File: config.mk
export PLATFORM = sky130hd
export DESIGN_NAME = lptt_fifo
export DESIGN_NICKNAME = d
export VERILOG_FILES = /design/src/design/assert_macros.svh /design/src/design/lptt_pkg.sv /design/src/design/lptt_fifo.sv
export SDC_FILE = /design/constraint.sdc
export NUM_CORES = 1
export LEC_CHECK = 0
export ABC_AREA = 0
export BUFFER_PORTS_ARGS = -buffer_cell sky130_fd_sc_hd__buf_2
export CAP_MARGIN = 15
export CORE_MARGIN = 8
export CORE_UTILIZATION = 30
export CTS_CLUSTER_SIZE = 25
export DETAILED_ROUTE_END_ITERATION = 8
export GPL_TIMING_DRIVEN = 0
export PLACE_DENSITY = 0.55
export RECOVER_POWER = 100
export SETUP_SLACK_MARGIN = 0.2
export SYNTH_ARGS = -nofsm -noshare
export SYNTH_HDL_FRONTEND = slang
export SYNTH_SLANG_ARGS = --single-unit
File: constraint.sdc
create_clock -name clk -period 3.73 [get_ports clk]
set_input_delay 0.1865 -clock clk [delete_from_list [all_inputs] [get_ports clk]]
set_output_delay 0.1865 -clock clk [all_outputs]
set_load 0.05 [all_outputs]
File: src/design/assert_macros.svh
// Assertion macros for the table's RTL; only the back end uses them.
// Each expects a clock named clk and an active-low reset named rst_n in scope.
`ifndef ASSERT_MACROS_SVH
`define ASSERT_MACROS_SVH

// Property checked at every rising edge outside reset.
`define LPTT_ASSERT(lbl, prop, msg) \
  lbl: assert property (@(posedge clk) disable iff (!rst_n) (prop)) else $error(msg);

// Condition that must never hold outside reset.
`define LPTT_NEVER(lbl, cond, msg) \
  `LPTT_ASSERT(lbl, !(cond), msg)

`endif

File: src/design/lptt_pkg.sv
// Shared types and codes for the linear-probe tag table.
// No dependencies; used by every module of the block but lptt_ram.
package lptt_pkg;

  localparam int DEF_TABLE_DEPTH = 1024;
  localparam int HOME_W          = 16;
  localparam int OUT_SLOT_W      = 10;
  localparam int OCC_W           = 11;
  localparam int TSIZE_W         = 11;
  localparam int ADDR_W          = 48;
  localparam int TAG_W           = 32;
  localparam int PSIZE_W         = 32;
  localparam int HASH_W          = 64;
  localparam int CFG_AW          = 4;
  localparam int CFG_DW          = 64;
  localparam logic [ADDR_W-1:0] HEADER_BYTES = 48'd20;

  localparam logic [1:0] MODE_INSERT = 2'd1;
  localparam logic [1:0] MODE_UPSERT = 2'd2;

  localparam logic [1:0] OP_LOOKUP = 2'd0;
  localparam logic [1:0] OP_INSERT = 2'd1;
  localparam logic [1:0] OP_UPSERT = 2'd2;
  localparam logic [1:0] OP_BADTAG = 2'd3;

  localparam logic [2:0] ST_INSERTED  = 3'd0;
  localparam logic [2:0] ST_FOUND     = 3'd1;
  localparam logic [2:0] ST_NOT_FOUND = 3'd2;
  localparam logic [2:0] ST_EXISTS    = 3'd3;
  localparam logic [2:0] ST_IN_PLACE  = 3'd4;
  localparam logic [2:0] ST_RELOCATED = 3'd5;
  localparam logic [2:0] ST_FULL      = 3'd6;
  localparam logic [2:0] ST_BAD_TAG   = 3'd7;

  typedef struct packed {
    logic [TAG_W-1:0]   tag;
    logic [ADDR_W-1:0]  pos;
    logic [PSIZE_W-1:0] size;
  } entry_t;

  typedef struct packed {
    logic [1:0]         op;
    logic [TAG_W-1:0]   tag;
    logic [PSIZE_W-1:0] size;
    logic [HOME_W-1:0]  home;
  } item_t;

endpackage

File: src/design/lptt_fifo.sv
// Two-entry transaction queue between the front and back ends.
// Depends on lptt_pkg for the queued item type.
module lptt_fifo (
  input  logic            clk,
  input  logic            rst_n,
  input  logic            push,
  input  lptt_pkg::item_t push_item,
  output logic            full,
  input  logic            pop,
  output lptt_pkg::item_t pop_item,
  output logic            not_empty
);
  import lptt_pkg::*;

  item_t      mem_r [2];
  logic       wptr_r, wptr_nxt, rptr_r, rptr_nxt;
  logic [1:0] cnt_r, cnt_nxt;

  assign full      = cnt_r == 2'd2;
  assign not_empty = cnt_r != 2'd0;
  assign pop_item  = mem_r[rptr_r];

  always_comb begin
    wptr_nxt = wptr_r ^ push;
    rptr_nxt = rptr_r ^ pop;
    cnt_nxt  = cnt_r + {1'b0, push} - {1'b0, pop};
  end

  always_ff @(posedge clk) begin
    if (!rst_n) begin
      wptr_r <= 1'b0;
      rptr_r <= 1'b0;
      cnt_r  <= 2'd0;
    end else begin
      wptr_r <= wptr_nxt;
      rptr_r <= rptr_nxt;
      cnt_r  <= cnt_nxt;
    end
  end

  always_ff @(posedge clk) begin
    if (push) begin
      mem_r[wptr_r] <= push_item;
    end
  end

endmodule

Word level (Yosys, flattened, before mapping) --
Memory sizes are Yosys's and may differ from the RTL's. A register that Yosys moved wholly into a read port is not among the register bits. Cells that the tools add are included.
Storage, ports and cells: bits in registers 4, bits of input ports 86, word-level logic and storage cells 13, memories kept 1, bits in writable memories 164
Operators by class: add/subtract/negate cells 2, equal/unequal tests 1, multiplexer cells 3, reductions and logical operators 1, bitwise operators 2
Memories:
- mem_r | depth 2, width 82, rd ports 1, clocked after Yosys merged registers in 1, write ports 1, line lptt_fifo.sv:15 | item_t mem_r [2];
Operator list (number):
- 2-to-1 mux 1 bit | 3
- adder 2 x 1 -> 2 bit | 1
- equality test 2 bit (second input constant) | 1
- nonzero test 2 bit | 1
- subtractor 2 x 1 -> 2 bit | 1
- bitwise XOR 1 bit | 2

Depth between registers and ports, before layout --
Gate-level depths: netlist (run 1).
depth after elaboration 2, mapped depth 6

Worst setup path before layout (run 1) --
No wires, ideal clock.
kind reg2reg, start point register wptr_r, end point memory mem_r[0][0] in the netlist's numbering (enable), library setup time 0.450 ns, arrival 2.297 ns, slack 0.983 ns, cell stages (with the launch flop) 3, required time 3.280 ns, path buffers 0, cells stage by stage dfxtp_1 inv_1 ha_1
RTL lines:
- start: declaration | line lptt_fifo.sv:16 | logic wptr_r, wptr_nxt, rptr_r, rptr_nxt;
- start signal: assignment | line lptt_fifo.sv:35 | wptr_r <= wptr_nxt;
- end: declaration | line lptt_fifo.sv:15
Straight into the memory's write port.

==> results of run 1 <==
kinds of logic after synthesis:
family | share of synthesized area
XOR/XNOR | 0.00477
adder cells (fa/ha/maj) | 0.00763
buffers and inverters | 0.0279
flip-flops | 0.766
multiplexers | 0.187
AND/OR/NAND/NOR | 0.00668
metal layers:
layer / vias up / global-route usage
met3: 9 / 0.0366
li1: 1639 / -
met4: 0 / 0.0360
met5: - / 0
met2: 98 / 0.178
met1: 1670 / 0.111
power by group:
part           internal, uW  switching [uW]  leakage (uW)  total (uW)
Clock                   871             754      0.000259        1630
Sequential             2220            29.7       0.00158        2250
Combinational           322             605       0.00140         927
registers in the layout (all words and copies together) (netlist names), named ones only:
signal / flops
rptr_r: 1
wptr_r: 1
cnt_r: 2
mem_r: 164
area by class of cell:
class	count	area share
plain buffers	9	0.0101
clock buffers	18	0.0480
clock inverters	14	0.0130
inverters	3	0.00126
multi-input cells	95	0.153
flip-flops and latches	169	0.562
well taps	280	0.0392
repair buffers	253	0.173
Yosys cell counts:
| cell | count | share of area |
|---|---|---|
| ha_1 | 4 | 0.0076 |
| and2_1 | 3 | 0.0029 |
| buf_6 | 1 | 0.0017 |
| inv_1 | 3 | 0.0017 |
| xnor3_1 | 1 | 0.0034 |
| mux2_4 | 80 | 0.18 |
| mux2_2 | 2 | 0.0034 |
| edfxtp_1 | 164 | 0.75 |
| buf_12 | 8 | 0.024 |
| or2_2 | 1 | 0.00095 |
| xor2_1 | 1 | 0.0013 |
| dfxtp_1 | 5 | 0.015 |
| nor2b_1 | 3 | 0.0029 |
cell usage in the layout (no fill, tap or decap):
| cell | n |
|---|---|
| and2_0 | 3 |
| nor2b_1 | 3 |
| inv_8 | 3 |
| dlygate4sd3_1 | 82 |
| clkbuf_1 | 130 |
| mux2_2 | 2 |
| inv_1 | 3 |
| ha_2 | 1 |
| buf_1 | 2 |
| buf_6 | 1 |
| xor2_1 | 1 |
| or2_2 | 1 |
| ha_4 | 1 |
| buf_12 | 5 |
| xnor3_1 | 1 |
| edfxtp_1 | 164 |
| buf_2 | 43 |
| dfxtp_1 | 5 |
| ha_1 | 2 |
| inv_6 | 4 |
| clkinvlp_4 | 3 |
| clkbuf_16 | 17 |
| mux2_4 | 80 |
| clkinv_1 | 2 |
| clkinv_4 | 2 |
stage by stage:
step	utilization	instance area, sq um
2_1_floorplan	-	6560
3_3_place_gp	0.359	7750
3_5_place_dp	0.362	7820
4_1_cts	0.425	9180
5_1_grt	0.413	8930
6_report	0.413	8930
worst min-delay path by stage:
stage	start	end	slack, ps	cells past startpoint
2_1_floorplan	push_item[0]	mem_r[0][0]	290	0
3_3_place_gp	push_item[56]	mem_r[0][56]	380	1
3_5_place_dp	push_item[3]	mem_r[0][3]	380	1
4_1_cts	rst_n	rptr_r	7	2
5_1_grt	rst_n	rptr_r	40	2
6_report	rst_n	rptr_r	40	2
worst max-delay path, cell delays in order (launching register included):
cell and delay [ps]:
dfxtp_1 320, buf_6 190, clkbuf_1 630, mux2_4 280
clkbuf_1 500
repair_timing:
item	in CTS	in global routing
hold buffers	82	0
hold endpoints to repair	164	0
endpoints found under the setup margin	0	0
buffers inserted	0	0
==> flow_summary.yaml, run 1 <==
detailed_routing:
  wl_per_cell_microns: 15.8
  top_layer: "met4"
  vias_per_cell: 4.06
  ant_nets: 0
  vias: 3416
  drc: 0
  wl_met1_microns: 5430
  drtIter0Drc: 107
  wl_met2_microns: 6850
  drtPass1Iterations: 4
  drt_wl_total_microns: 13300
  met3_length_microns: 837
timing:
  min_period_ps: 2520
  tightest_slew_ps: 1380
  relSlewSlack: 0.0791
  finalMaxSlewViolations: 0
  rsz0062_at_grt: "false"
  hold_viol: 0
  tns_ps: 0
  setup-violations-final: 0
  finalClockSkew_ps: 9.56
  finalCritPeriodShare: 0.676
  timing.fmax_mhz: 396
  holdWs_ps: 39.2
  fin_ws_ps: 1210
cells_and_area:
  diodes: 0
  fillerInstances: 2010
  layoutNonFillerInstCount: 841
  multi_input_area_sq_um: 1360
  drive_gt1_frac: 0.291
  seqCellArea_sq_um: 5020
  syn2layout_area_growth_pct: 36.3
  num-nets-final: 638
clock_tree:
  clock_path_buffers: 2
  root_buffer: "clkbuf_16"
  cts_buffers: 17
  cts.sinks: 169
  path_clk_slew_ps: 60
  insertion_delay_ps: 420
  post_cts_resize_count: 0
  htreeDepth: 4
  cts_tree: "built"
synth:
  synth_fp_nets: 366
  syn-mean-instance-area_sq_um: 23.8
  synth_cell_types: 13
  synth-seq-cells: 169
  seq_area_frac_synth: 0.766
  yosys_warnings: 0
  mappedNetlistArea_sq_um: 6560
  synthCells: 276
critical_path:
  critPathLaunchType: "flop"
  crit_required_ps: 3540
  ff2ff_path_depth: 3
  crit_path_end_kind: "primary output"
  crit_type: "flop to primary output"
  worstPathArrival_ps: 2340
  reg2reg_slack_ps: 1590
  cp_max_fo: 10
  r2r_end: "mem_r[0][65]"
  r2r-start: "wptr_r"
  crit_end: "pop_item[5]"
floorplanning:
  io_pins: 170
  dieHeight_microns: 164
  rows: 54
  initial_core_util: 0.303
  die-area_sq_um: 26800
  coreArea_sq_um: 21600
  die_w_microns: 164
outcome:
  outcome: "completed"
global_route:
  first_global_vias: 3924
  grtUsageTotal: 0.101
  grt_overflow: 0
  grt_max_degree: 52
  grt_first_pass_wirelength_microns: 20500
  grt_antenna_before_repair: 0
power:
  p_per_area_nw_per_um2: 537
  p_total_uw: 4800
  p_leak_uw: 0.00324
  ir_worst_vdd_v: 0.000295
place:
  dp_cells: 727
  post-place-ws_ps: 1970
  dpl.hpwl_microns: 8970
  port-buffer-count: 169
  gp_routability_congestion: 0.645
flow_run:
  maxCapViolCount: 0
hold_path:
  hold_class: "input pin to flop"
Note: power is estimated with default switching activity, not from simulation.
==> inputs of run 2 (changes only) <==
clock period = 2.6 ns   (was 3.73 ns; I/O delays follow)
==> run 2 against run 1 <==
Sequential cell count stayed put. Global-route usage is 0.13 points higher. Final cell count is 0.12% higher. Routed wire length is 2.4% higher. Clock power is 47% higher. First-iteration DRC count is 13% higher. Sequential share of layout area is 0.65 points lower. Clock skew is 3.9 ps lower. Critical path type unchanged. Largest cell class unchanged. Largest power group unchanged.
==> flow_summary.yaml, run 2 (synthesis gave the netlist of run 1 again) <==
place:
  place_area_sq_um: 7830
  port-buffer-count: 169
  gp_routability_congestion: 0.661
  dpl.hpwl_microns: 9300
power:
  p_total_uw: 6980
  p_leak_uw: 0.00330
  p_per_area_nw_per_um2: 772
  ir_worst_vdd_v: 0.000408
floorplanning:
  rows: 54
  coreArea_sq_um: 21600
  initial_core_util: 0.303
  io_pins: 170
  die_w_microns: 164
  die-area_sq_um: 26800
  dieHeight_microns: 164
global_route:
  grt_antenna_before_repair: 0
  first_global_vias: 3927
  grtUsageTotal: 0.102
  grt_max_degree: 44
  grt_overflow: 0
  grt_first_pass_wirelength_microns: 20800
cells_and_area:
  seqCellArea_sq_um: 5020
  multi_input_area_sq_um: 1350
  drive_gt1_frac: 0.304
  mostFrequentLayoutCell: "edfxtp_1"
  fillerInstances: 2042
  syn2layout_area_growth_pct: 37.9
  diodes: 0
  largest_register_ffs: 164
  layout_common_cells: "edfxtp_1, clkbuf_1, dlygate4sd3_1"
  final_cell_area_sq_um: 9040
  largest-register: "mem_r"
  utilization: 0.418
  num-nets-final: 639
  reg_top3: "mem_r (164), cnt_r (2)"
flow_run:
  maxCapViolCount: 0
clock_tree:
  cts_buffers: 17
  root_buffer: "clkbuf_16"
  cts_tree: "built"
  htreeDepth: 4
  insertion_delay_ps: 410
  path_clk_slew_ps: 60
  cts.sinks: 169
  clock_path_buffers: 2
detailed_routing:
  drt_wl_total_microns: 13600
  ant_nets: 0
  vias_per_cell: 4.09
  vias: 3447
  wl_per_cell_microns: 16.1
  drc: 0
  drtPass1Iterations: 4
  drtIter0Drc: 121
timing:
  finalClockSkew_ps: 5.68
  tns_ps: 0
  setup-violations-final: 0
  finalCritPeriodShare: 0.812
  finalMaxSlewViolations: 0
  tightest_slew_ps: 1080
  rsz0062_at_grt: "false"
  min_period_ps: 2110
  hold_viol: 0
  relSlewSlack: 0.283
  timing.fmax_mhz: 474
critical_path:
  crit_type: "flop to primary output"
  critPathLaunchType: "flop"
  crit_required_ps: 2470
  worstPathArrival_ps: 1980
  cp_max_fo: 10
  crit_path_end_kind: "primary output"
outcome:
  outcome: "completed"
hold_path:
  hold_class: "input pin to flop"
## run 2: cell types whose count changed in the layout (fill, tap and decap cells not counted), sizes merged
cell | before | now
dlygate4sd3 | 82 | 83
clkbuf | 147 | 148
bufinv | 0 | 1
clkinv | 4 | 5
buf | 51 | 50
clkinvlp | 3 | 2
inv | 10 | 9
## run 2: power by group
part | switching, uW | total (uW) | internal, uW
sequential | 43.6 | 3220 | 3180
clock | 1050 | 2400 | 1340
combinational | 873 | 1360 | 484
total | 1970 | 6980 | 5010
## run 2: through the flow
| step | worst slack [ps] | hold WS, ps | cells |
|---|---|---|---|
| 2_1_floorplan | 726 | 229 | 276 |
| 3_3_place_gp | 87.2 | 318 | 725 |
| 3_5_place_dp | 924 | 322 | 727 |
| 4_1_cts | 697 | 44.0 | 842 |
| 5_1_grt | 324 | 60.7 | 842 |
| 6_report | 488 | 66.5 | 842 |
## run 2: cell type report
class | count | area share
well taps | 280 | 0.0388
flip-flops and latches | 169 | 0.556
multi-input cells | 95 | 0.150
repair buffers | 254 | 0.174
plain buffers | 9 | 0.0173
clock buffers | 18 | 0.0475
clock inverters | 14 | 0.0152
inverters | 3 | 0.00125
## run 2: critical path, stage by stage (launching register included)
cell	delay, ps
dfxtp_1	320
buf_6	240
clkbuf_2	410
mux2_4	340
clkbuf_2	250
## run 2: timing repair
| item | in CTS | in global routing |
|---|---|---|
| setup buffers | 0 | 0 |
| resized for setup | 0 | 0 |
| hold endpoints to repair | 169 | 0 |
| endpoints found under the setup margin | 0 | 0 |
| hold buffers | 83 | 0 |
## run 2: path summary, 6_finish.rpt
path         slack (ps)           end  cells past startpoint   start
max reg2reg         670   mem_r[0][2]                      3  wptr_r
min                  70        wptr_r                      3    push
max                 490  pop_item[34]                      4    flop
min reg2reg         570        wptr_r                      3  wptr_r
## run 2: per-layer routing
| metal | up-vias | share of wire | track usage |
|---|---|---|---|
| met2 | 106 | 0.52 | 0.181 |
| met3 | 11 | 0.078 | 0.0421 |
| li1 | 1637 | - | - |
| met4 | 0 | 0.013 | 0.0347 |
| met1 | 1693 | 0.39 | 0.109 |
| met5 | - | 0 | 0 |
