<file path="src/design/assert_macros.svh">
// Assertion macros for the table's RTL; only the back end uses them.
// Each expects a clock named clk and an active-low reset named rst_n in scope.
`ifndef ASSERT_MACROS_SVH
`define ASSERT_MACROS_SVH

// Property checked at every rising edge outside reset.
`define LPTT_ASSERT(lbl, prop, msg) \
  lbl: assert property (@(posedge clk) disable iff (!rst_n) (prop)) else $error(msg);

// Condition that must never hold outside reset.
`define LPTT_NEVER(lbl, cond, msg) \
  `LPTT_ASSERT(lbl, !(cond), msg)

`endif

</file>
<file path="src/design/lptt_pkg.sv">
// Shared types and codes for the linear-probe tag table.
// No dependencies; used by every module of the block but lptt_ram.
package lptt_pkg;

  localparam int DEF_TABLE_DEPTH = 1024;
  localparam int HOME_W          = 16;
  localparam int OUT_SLOT_W      = 10;
  localparam int OCC_W           = 11;
  localparam int TSIZE_W         = 11;
  localparam int ADDR_W          = 48;
  localparam int TAG_W           = 32;
  localparam int PSIZE_W         = 32;
  localparam int HASH_W          = 64;
  localparam int CFG_AW          = 4;
  localparam int CFG_DW          = 64;
  localparam logic [ADDR_W-1:0] HEADER_BYTES = 48'd20;

  localparam logic [1:0] MODE_INSERT = 2'd1;
  localparam logic [1:0] MODE_UPSERT = 2'd2;

  localparam logic [1:0] OP_LOOKUP = 2'd0;
  localparam logic [1:0] OP_INSERT = 2'd1;
  localparam logic [1:0] OP_UPSERT = 2'd2;
  localparam logic [1:0] OP_BADTAG = 2'd3;

  localparam logic [2:0] ST_INSERTED  = 3'd0;
  localparam logic [2:0] ST_FOUND     = 3'd1;
  localparam logic [2:0] ST_NOT_FOUND = 3'd2;
  localparam logic [2:0] ST_EXISTS    = 3'd3;
  localparam logic [2:0] ST_IN_PLACE  = 3'd4;
  localparam logic [2:0] ST_RELOCATED = 3'd5;
  localparam logic [2:0] ST_FULL      = 3'd6;
  localparam logic [2:0] ST_BAD_TAG   = 3'd7;

  typedef struct packed {
    logic [TAG_W-1:0]   tag;
    logic [ADDR_W-1:0]  pos;
    logic [PSIZE_W-1:0] size;
  } entry_t;

  typedef struct packed {
    logic [1:0]         op;
    logic [TAG_W-1:0]   tag;
    logic [PSIZE_W-1:0] size;
    logic [HOME_W-1:0]  home;
  } item_t;

endpackage

</file>
<file path="src/design/lptt_front.sv">
// Front end: accepts transactions, classifies them and finds the home slot.
// Depends on lptt_pkg; the home slot is found four quotient bits per cycle.
module lptt_front #(
  parameter int TABLE_DEPTH = lptt_pkg::DEF_TABLE_DEPTH,
  parameter int SIZE_W      = $clog2(TABLE_DEPTH + 1)
) (
  input  logic                          clk,
  input  logic                          rst_n,
  input  logic                          enable,
  input  logic [SIZE_W-1:0]             n_i,
  input  logic                          in_valid,
  output logic                          in_ready,
  input  logic [1:0]                    in_mode,
  input  logic [lptt_pkg::HASH_W-1:0]   in_index_hash,
  input  logic [lptt_pkg::TAG_W-1:0]    in_tag,
  input  logic [lptt_pkg::PSIZE_W-1:0]  in_payload_size,
  output logic                          q_push,
  output lptt_pkg::item_t               q_item,
  input  logic                          q_full
);
  import lptt_pkg::*;

  localparam int DIGIT    = 4;
  localparam int STEPS    = HASH_W / DIGIT;
  localparam int STEP_W   = $clog2(STEPS);
  localparam logic [1:0] S_IDLE = 2'd0;
  localparam logic [1:0] S_DIV  = 2'd1;
  localparam logic [1:0] S_PUSH = 2'd2;

  logic [1:0]        state_r, state_nxt;
  logic [STEP_W-1:0] step_r, step_nxt;
  logic [HASH_W-1:0] hash_r, hash_nxt;
  logic [SIZE_W-1:0] rem_r, rem_nxt;
  logic [1:0]        op_r, op_nxt;
  logic [TAG_W-1:0]  tag_r, tag_nxt;
  logic [PSIZE_W-1:0] size_r, size_nxt;
  logic [SIZE_W-1:0] rem_step;

  always_comb begin
    logic [SIZE_W:0] t;
    t = {1'b0, rem_r};
    for (int k = 0; k < DIGIT; k++) begin
      t = {t[SIZE_W-1:0], hash_r[HASH_W-1-k]};
      if (t >= {1'b0, n_i}) begin
        t = t - {1'b0, n_i};
      end
    end
    rem_step = t[SIZE_W-1:0];
  end

  assign in_ready = enable && (state_r == S_IDLE);
  assign q_push   = (state_r == S_PUSH) && !q_full;
  assign q_item   = '{op: op_r, tag: tag_r, size: size_r, home: HOME_W'(rem_r)};

  always_comb begin
    state_nxt = state_r;
    step_nxt  = step_r;
    hash_nxt  = hash_r;
    rem_nxt   = rem_r;
    op_nxt    = op_r;
    tag_nxt   = tag_r;
    size_nxt  = size_r;
    unique case (state_r)
      S_IDLE: begin
        if (in_valid && in_ready) begin
          hash_nxt  = in_index_hash;
          rem_nxt   = '0;
          step_nxt  = '0;
          tag_nxt   = in_tag;
          size_nxt  = in_payload_size;
          if (in_tag == '0) begin
            op_nxt = OP_BADTAG;
          end else if (in_mode == MODE_INSERT) begin
            op_nxt = OP_INSERT;
          end else if (in_mode == MODE_UPSERT) begin
            op_nxt = OP_UPSERT;
          end else begin
            op_nxt = OP_LOOKUP;
          end
          state_nxt = S_DIV;
        end
      end
      S_DIV: begin
        rem_nxt  = rem_step;
        hash_nxt = hash_r << DIGIT;
        step_nxt = step_r + STEP_W'(1);
        if (step_r == STEP_W'(STEPS - 1)) begin
          state_nxt = S_PUSH;
        end
      end
      S_PUSH: begin
        if (!q_full) begin
          state_nxt = S_IDLE;
        end
      end
      default: state_nxt = S_IDLE;
    endcase
  end

  always_ff @(posedge clk) begin
    if (!rst_n) begin
      state_r <= S_IDLE;
      step_r  <= '0;
    end else begin
      state_r <= state_nxt;
      step_r  <= step_nxt;
    end
  end

  always_ff @(posedge clk) begin
    hash_r <= hash_nxt;
    rem_r  <= rem_nxt;
    op_r   <= op_nxt;
    tag_r  <= tag_nxt;
    size_r <= size_nxt;
  end

endmodule

</file>
<file path="config.mk">
export PLATFORM = sky130hd
export DESIGN_NAME = lptt_front
export DESIGN_NICKNAME = d
export VERILOG_FILES = /design/src/design/assert_macros.svh /design/src/design/lptt_pkg.sv /design/src/design/lptt_front.sv
export SDC_FILE = /design/constraint.sdc
export NUM_CORES = 1
export LEC_CHECK = 0
export ABC_AREA = 1
export ABC_CLOCK_PERIOD_IN_PS = 12250
export BUFFER_PORTS_ARGS = -buffer_cell sky130_fd_sc_hd__buf_2
export CELL_PAD_IN_SITES_DETAIL_PLACEMENT = 1
export CELL_PAD_IN_SITES_GLOBAL_PLACEMENT = 1
export CORE_MARGIN = 2
export CORE_UTILIZATION = 40
export DETAILED_ROUTE_END_ITERATION = 8
export MAX_ROUTING_LAYER = met4
export PLACE_DENSITY = 0.87
export SLEW_MARGIN = 20
export SYNTH_ARGS = -nofsm -noshare
export SYNTH_HDL_FRONTEND = slang
export SYNTH_SLANG_ARGS = --single-unit
</file>
<file path="constraint.sdc">
create_clock -name clk -period 12.25 [get_ports clk]
set_clock_uncertainty 0.05 [all_clocks]
set_input_delay 1.225 -clock clk [delete_from_list [all_inputs] [get_ports clk]]
set_output_delay 1.225 -clock clk [all_outputs]
set_load 0.02 [all_outputs]
</file>
# Word-level counts from Yosys, hierarchy flattened
# Index checks and enable logic that the tools add are counted.
# totals
out_inout_bits,84
regBits,147
wordCells,52
in_bits,146
# classes
add_sub_neg,5
muxes,16
order_cmp,4
n_eq_ne,8
reduce_logical,11
# op_table
op,count
one-hot mux 64 bit (2 select lines),1
two-way mux 64 bit,1
two-way mux 11 bit,5
>= comparator 12 x 11 -> 1 bit,4
subtractor 11 bit,4
zero test 32 bit,1
one-hot mux 11 bit (2 select lines),1
two-way mux 2 bit,5
one-hot mux 4 bit (2 select lines),1
one-hot mux 2 bit (3 select lines),1
adder 4 x 1 -> 4 bit (second input constant),1
equality test 2 x 1 -> 1 bit (second input constant),2
equality test 2 bit (second input constant),2
equality test 4 bit (second input constant),1
two-way mux 4 bit,1
inequality test 2 bit (second input constant),2
AND reduction 2 bit,2
logical AND 1 bit,3
AND reduction 3 bit,1
zero test 2 bit,1
inequality test 2 x 1 -> 1 bit (second input constant),1
nonzero test 2 bit,1
OR reduction 2 bit,1
zero test 1 bit,1

# Longest topological paths before layout
# logic_depth
depth_word,9
depth_mapped,52
ltp_nobuf,49

# Worst setup path after synthesis
# No wires, ideal clock.
# synth_path
kind,input -> register
startpoint,input n_i[0]
endpoint,register rem_r[3] (data pin)
arrival_ns,7.132
required_time_ns,11.947
cell_stages,45
path_slack_ns,4.816
setup_time_ns,0.253
path_buffers,3
path_cell_list,ha_1 fa_1 inv_1 nand2_1 nand3_1 nand2_2 nand3_4 buf_4 nand2_1 nand2_1 inv_1 ha_1 nand2_1 nor4_1 nand2_1 nand2_1 inv_2 nand3_4 [9 not listed] nand2_1 inv_1 nor2_1 nand3_4 o21ai_0 inv_1 fa_1 o21ai_1 a21oi_1 o31ai_1 nand2_1 nand3_1 inv_2 nand3_4 buf_8 nand2_1 nand2_1 nor2_1
# synth_between
elab_chain_cells,9
word_cells_on_any_way,13
classes_between,add/sub (4); order compare (4); mux (5)
# synth_rtl
item,line,source
start: declaration,lptt_front.sv:10,"input logic [SIZE_W-1:0] n_i,"
subtractor 11 bit / >= comparator 12 x 11 -> 1 bit (equally long branches),"lptt_front.sv:45, lptt_front.sv:44",
two-way mux 11 bit,lptt_front.sv:44,"if (t >= {1'b0, n_i}) begin"
subtractor 11 bit / >= comparator 12 x 11 -> 1 bit (equally long branches),"lptt_front.sv:45, lptt_front.sv:44",
two-way mux 11 bit,lptt_front.sv:44,
subtractor 11 bit / >= comparator 12 x 11 -> 1 bit (equally long branches),"lptt_front.sv:45, lptt_front.sv:44",
two-way mux 11 bit,lptt_front.sv:44,
subtractor 11 bit / >= comparator 12 x 11 -> 1 bit (equally long branches),"lptt_front.sv:45, lptt_front.sv:44",
two-way mux 11 bit *,lptt_front.sv:44,
one-hot mux 11 bit (2 select lines) *,lptt_front.sv:63,unique case (state_r)
end signal: assignment,lptt_front.sv:112,rem_r <= rem_nxt;
end: declaration,lptt_front.sv:33,"logic [SIZE_W-1:0] rem_r, rem_nxt;"
# Mark *: on every way between the ends. The rest lies on a longest branch, timed or not.
# A chain may end at the register's enable or synchronous reset.

# Worst setup path in the final report
# layout_path
startpoint,input n_i[7]
endpoint,register rem_r[7] (data pin)
# layout_between
elab_chain_cells,9
word_cells_on_any_way,13
classes_between,add/sub (4); order compare (4); mux (5)
# layout_rtl
item,line
subtractor 11 bit / >= comparator 12 x 11 -> 1 bit (equally long branches),"lptt_front.sv:45, lptt_front.sv:44"
two-way mux 11 bit,lptt_front.sv:44
subtractor 11 bit / >= comparator 12 x 11 -> 1 bit (equally long branches),"lptt_front.sv:45, lptt_front.sv:44"
two-way mux 11 bit,lptt_front.sv:44
>= comparator 12 x 11 -> 1 bit / subtractor 11 bit (equally long branches),"lptt_front.sv:44, lptt_front.sv:45"
two-way mux 11 bit,lptt_front.sv:44
subtractor 11 bit / >= comparator 12 x 11 -> 1 bit (equally long branches),"lptt_front.sv:45, lptt_front.sv:44"
two-way mux 11 bit *,lptt_front.sv:44
one-hot mux 11 bit (2 select lines) *,lptt_front.sv:63
# Marks and branches as above.

==> load_flow_metrics.sql <==
INSERT INTO impl_metrics (metric_group, metric, value, unit) VALUES
('outcome', 'run_status', 'completed', ''),
('routing', 'vias', '7451', ''),
('finish', 'sequential_cell_area', '4350', 'um2'),
('sta', 'slew_headroom', '29.7', '%'),
('clocking', 'clk-insertion-delay-late', '0.42', 'ns'),
('finish', 'n_fill_cell', '2554', ''),
('clocking', 'cts_hold_buffers', '0', ''),
('setup_path', 'critical_path.most_common_cell', 'sky130_fd_sc_hd__nand2_1', ''),
('sta', 'worstMarginPinSlew', '1.05', 'ns'),
('logic_synthesis', 'ys_async_sr_fraction', '0', '%'),
('grt', 'globalRouteMet2Util', '44.5', '%'),
('sta', 'final_period_minus_worst_setup_slack', '8.57', 'ns'),
('routing', 'drt_pre_antenna_iters', '5', ''),
('logic_synthesis', 'yosys_most_used_dff', 'sky130_fd_sc_hd__edfxtp_1', ''),
('logic_synthesis', 'post-synth-top-count-cell', 'sky130_fd_sc_hd__nand2_1', ''),
('routing', 'drt_wl_total', '27.9', 'mm'),
('setup_path', 'setup.worst_path.start_class', 'input pin', ''),
('sta', 'final-max-slew-violation-count', '0', ''),
('routing', 'antenna_violation_net_count_after_detailed_routing', '0', ''),
('grt', 'use_met1', '30.1', '%'),
('grt', 'grt_first_pass_wirelength', '43.0', 'mm'),
('flow_run', 'cap_violations', '0', ''),
('setup_path', 'required', '12.37', 'ns'),
('routing', 'via_per_inst', '5.07', ''),
('setup_path', 'worstPathMaxFanout', '16', ''),
('clocking', 'clock_pin_slew_of_the_registers_on_the_worst_case_setup_and_hold_paths', '0.06', 'ns'),
('clocking', 'cts-root-buf', 'sky130_fd_sc_hd__clkbuf_16', ''),
('logic_synthesis', 'synth_area_per_cell', '8.92', 'um2'),
('logic_synthesis', 'synth_top_cells_by_count', '350 x sky130_fd_sc_hd__nand2_1, 141 x sky130_fd_sc_hd__edfxtp_1, 110 x sky130_fd_sc_hd__inv_1', ''),
('finish', 'area_growth', '23.5', '%'),
('grt', 'busiest_layer', 'met2', ''),
('logic_synthesis', 'synth_largest_area_cell', 'sky130_fd_sc_hd__edfxtp_1', ''),
('logic_synthesis', 'yosysSeqAreaShare', '51.5', '%'),
('grt', 'grt_antenna_before_repair', '8', ''),
('setup_path', 'type_of_the_setup_path_with_the_least_slack', 'input pin to flip-flop', ''),
('clocking', 'cts.path.max_buffers', '2', ''),
('setup_path', 'critical-path-slowest-cell', 'sky130_fd_sc_hd__o21ai_0', ''),
('grt', 'grt.overflow.total', '0', ''),
('placement', 'gp_congestion', '0.899', ''),
('sta', 'fin_worst_hold_slack', '0.445', 'ns'),
('finish', 'final_core_utilization', '50.0', '%'),
('clocking', 'clock_tree.htree_level_count', '4', ''),
('logic_synthesis', 'synth_area', '8460', 'um2'),
('finish', 'final_layout_size_suffix_gt1_share', '25.0', '%'),
('placement', 'numPlacedInstances', '1430', ''),
('logic_synthesis', 'synth_cell_type_count', '46', ''),
('sta', 'max_freq', '117', 'MHz'),
('die', 'rows', '53', ''),
('finish', 'multi_input_area', '3570', 'um2'),
('logic_synthesis', 'post-synth-top-area-fraction', '50.0', '%'),
('die', 'initial_utilization', '40.5', '%'),
('grt', 'first_global_vias', '8032', ''),
('sta', 'post_route_clock_period_utilization', '70.0', '%'),
('placement', 'post-dp-hpwl', '20.7', 'mm'),
('die', 'die_height', '149', 'um'),
('sta', 'rsz0062_at_grt', 'false', ''),
('clocking', 'cts_setup_buffers', '0', ''),
('hold_path', 'min_delay_path_class', 'flip-flop to flip-flop', ''),
('routing', 'wire_per_inst', '19.0', 'um'),
('grt', 'grt.total_usage', '26.1', '%'),
('die', 'coreArea', '20900', 'um2'),
('die', 'die-width', '149', 'um'),
('setup_path', 'crit_path_end_kind', 'flip-flop', ''),
('die', 'die_area', '22300', 'um2'),
('clocking', 'ctsResizeCount', '0', ''),
('routing', 'drtIter0Drc', '380', ''),
('routing', 'post-route-drc-count', '0', ''),
('setup_path', 'worst-endpoint-arrival', '8.69', 'ns'),
('logic_synthesis', 'synth_enable_flop_cells', '141', ''),
('die', 'total_i_o_pin_count', '230', ''),
('placement', 'place.port_buffers', '224', '');
## worst paths after layout
| path | endpoint | startpoint | cells after the start | slack (ns) |
|---|---|---|---|---|
| setup reg to reg | rem_r[7] | rem_r[7] | 42 | 4.30 |
| hold / removal | step_r[1] | step_r[1] | 2 | 0.45 |
| setup / recovery | rem_r[7] | n_i[7] | 44 | 3.68 |
| hold reg to reg | step_r[1] | step_r[1] | 2 | 0.45 |
## routing by layer
metal / up-vias / wire (um)
met3: 57 / 1680
met4: 0 / 824
li1: 3580 / -
met1: 3570 / 11100
met2: 244 / 14300
met5: - / 0
## cell type report
cell class / count / share of cell area, %
flip-flops and latches: 147 / 41.7
multi-input cells: 666 / 34.1
repair buffers: 226 / 10.9
inverters: 116 / 4.17
clock buffers: 17 / 4.07
well taps: 275 / 3.29
clock inverters: 15 / 1.57
diodes: 9 / 0.216
## registers in the layout, summed over array words and instances, names as in the netlist
| signal | cells |
|---|---|
| op_r | 2 |
| hash_r | 64 |
| rem_r | 11 |
| tag_r | 32 |
| size_r | 32 |
| state_r | 2 |
| step_r | 4 |
## per-stage QoR
step           area (um2)  setup slack, ns
2_1_floorplan        8480             4.82
3_3_place_gp         9840             3.77
3_5_place_dp         9840             3.46
4_1_cts             10400             3.77
5_1_grt             10400             3.01
6_report            10400             3.68
## cell usage in the layout (no fill, tap or decap), drive strengths merged, types with 2 or more instances in the layout
cell      synthesis  final
or2               3      3
nand3b            2      2
diode             0      9
clkinv            1      4
nor4              9      9
clkbuf           11     17
nor3              3      3
a31oi             2      2
buf              12    226
o2111ai           2      2
nand2           357    357
inv             115    124
xor2             20     20
nand4            17     17
conb              1      5
edfxtp          141    141
fa                4      4
o21a              2      2
a21boi            2      2
o21ai            18     18
ha               45     45
clkinvlp          0      2
nand3            50     50
a21oi            45     45
dfxtp             6      6
nor2             64     64
xnor2            10     10
## kinds of logic after synthesis
| logic type | synth area share (%) |
|---|---|
| simple gates | 26.0 |
| flops | 51.5 |
| buf+inv | 6.73 |
| other cells | 0.0443 |
| compound gates | 5.04 |
| xor+xnor | 3.11 |
| fa+ha+maj | 7.60 |
## worst max-delay path: cells and delay by family
kind,cells,cell delay [ns]
adders and majority gates,4,1.52
and+or+nand+nor,26,3.46
buffers and inverters,8,0.74
AOI/OAI and AO/OA,6,1.67
Power is not shown: default switching activity piles up to over one toggle a cycle in this logic, so the estimate is an artifact.
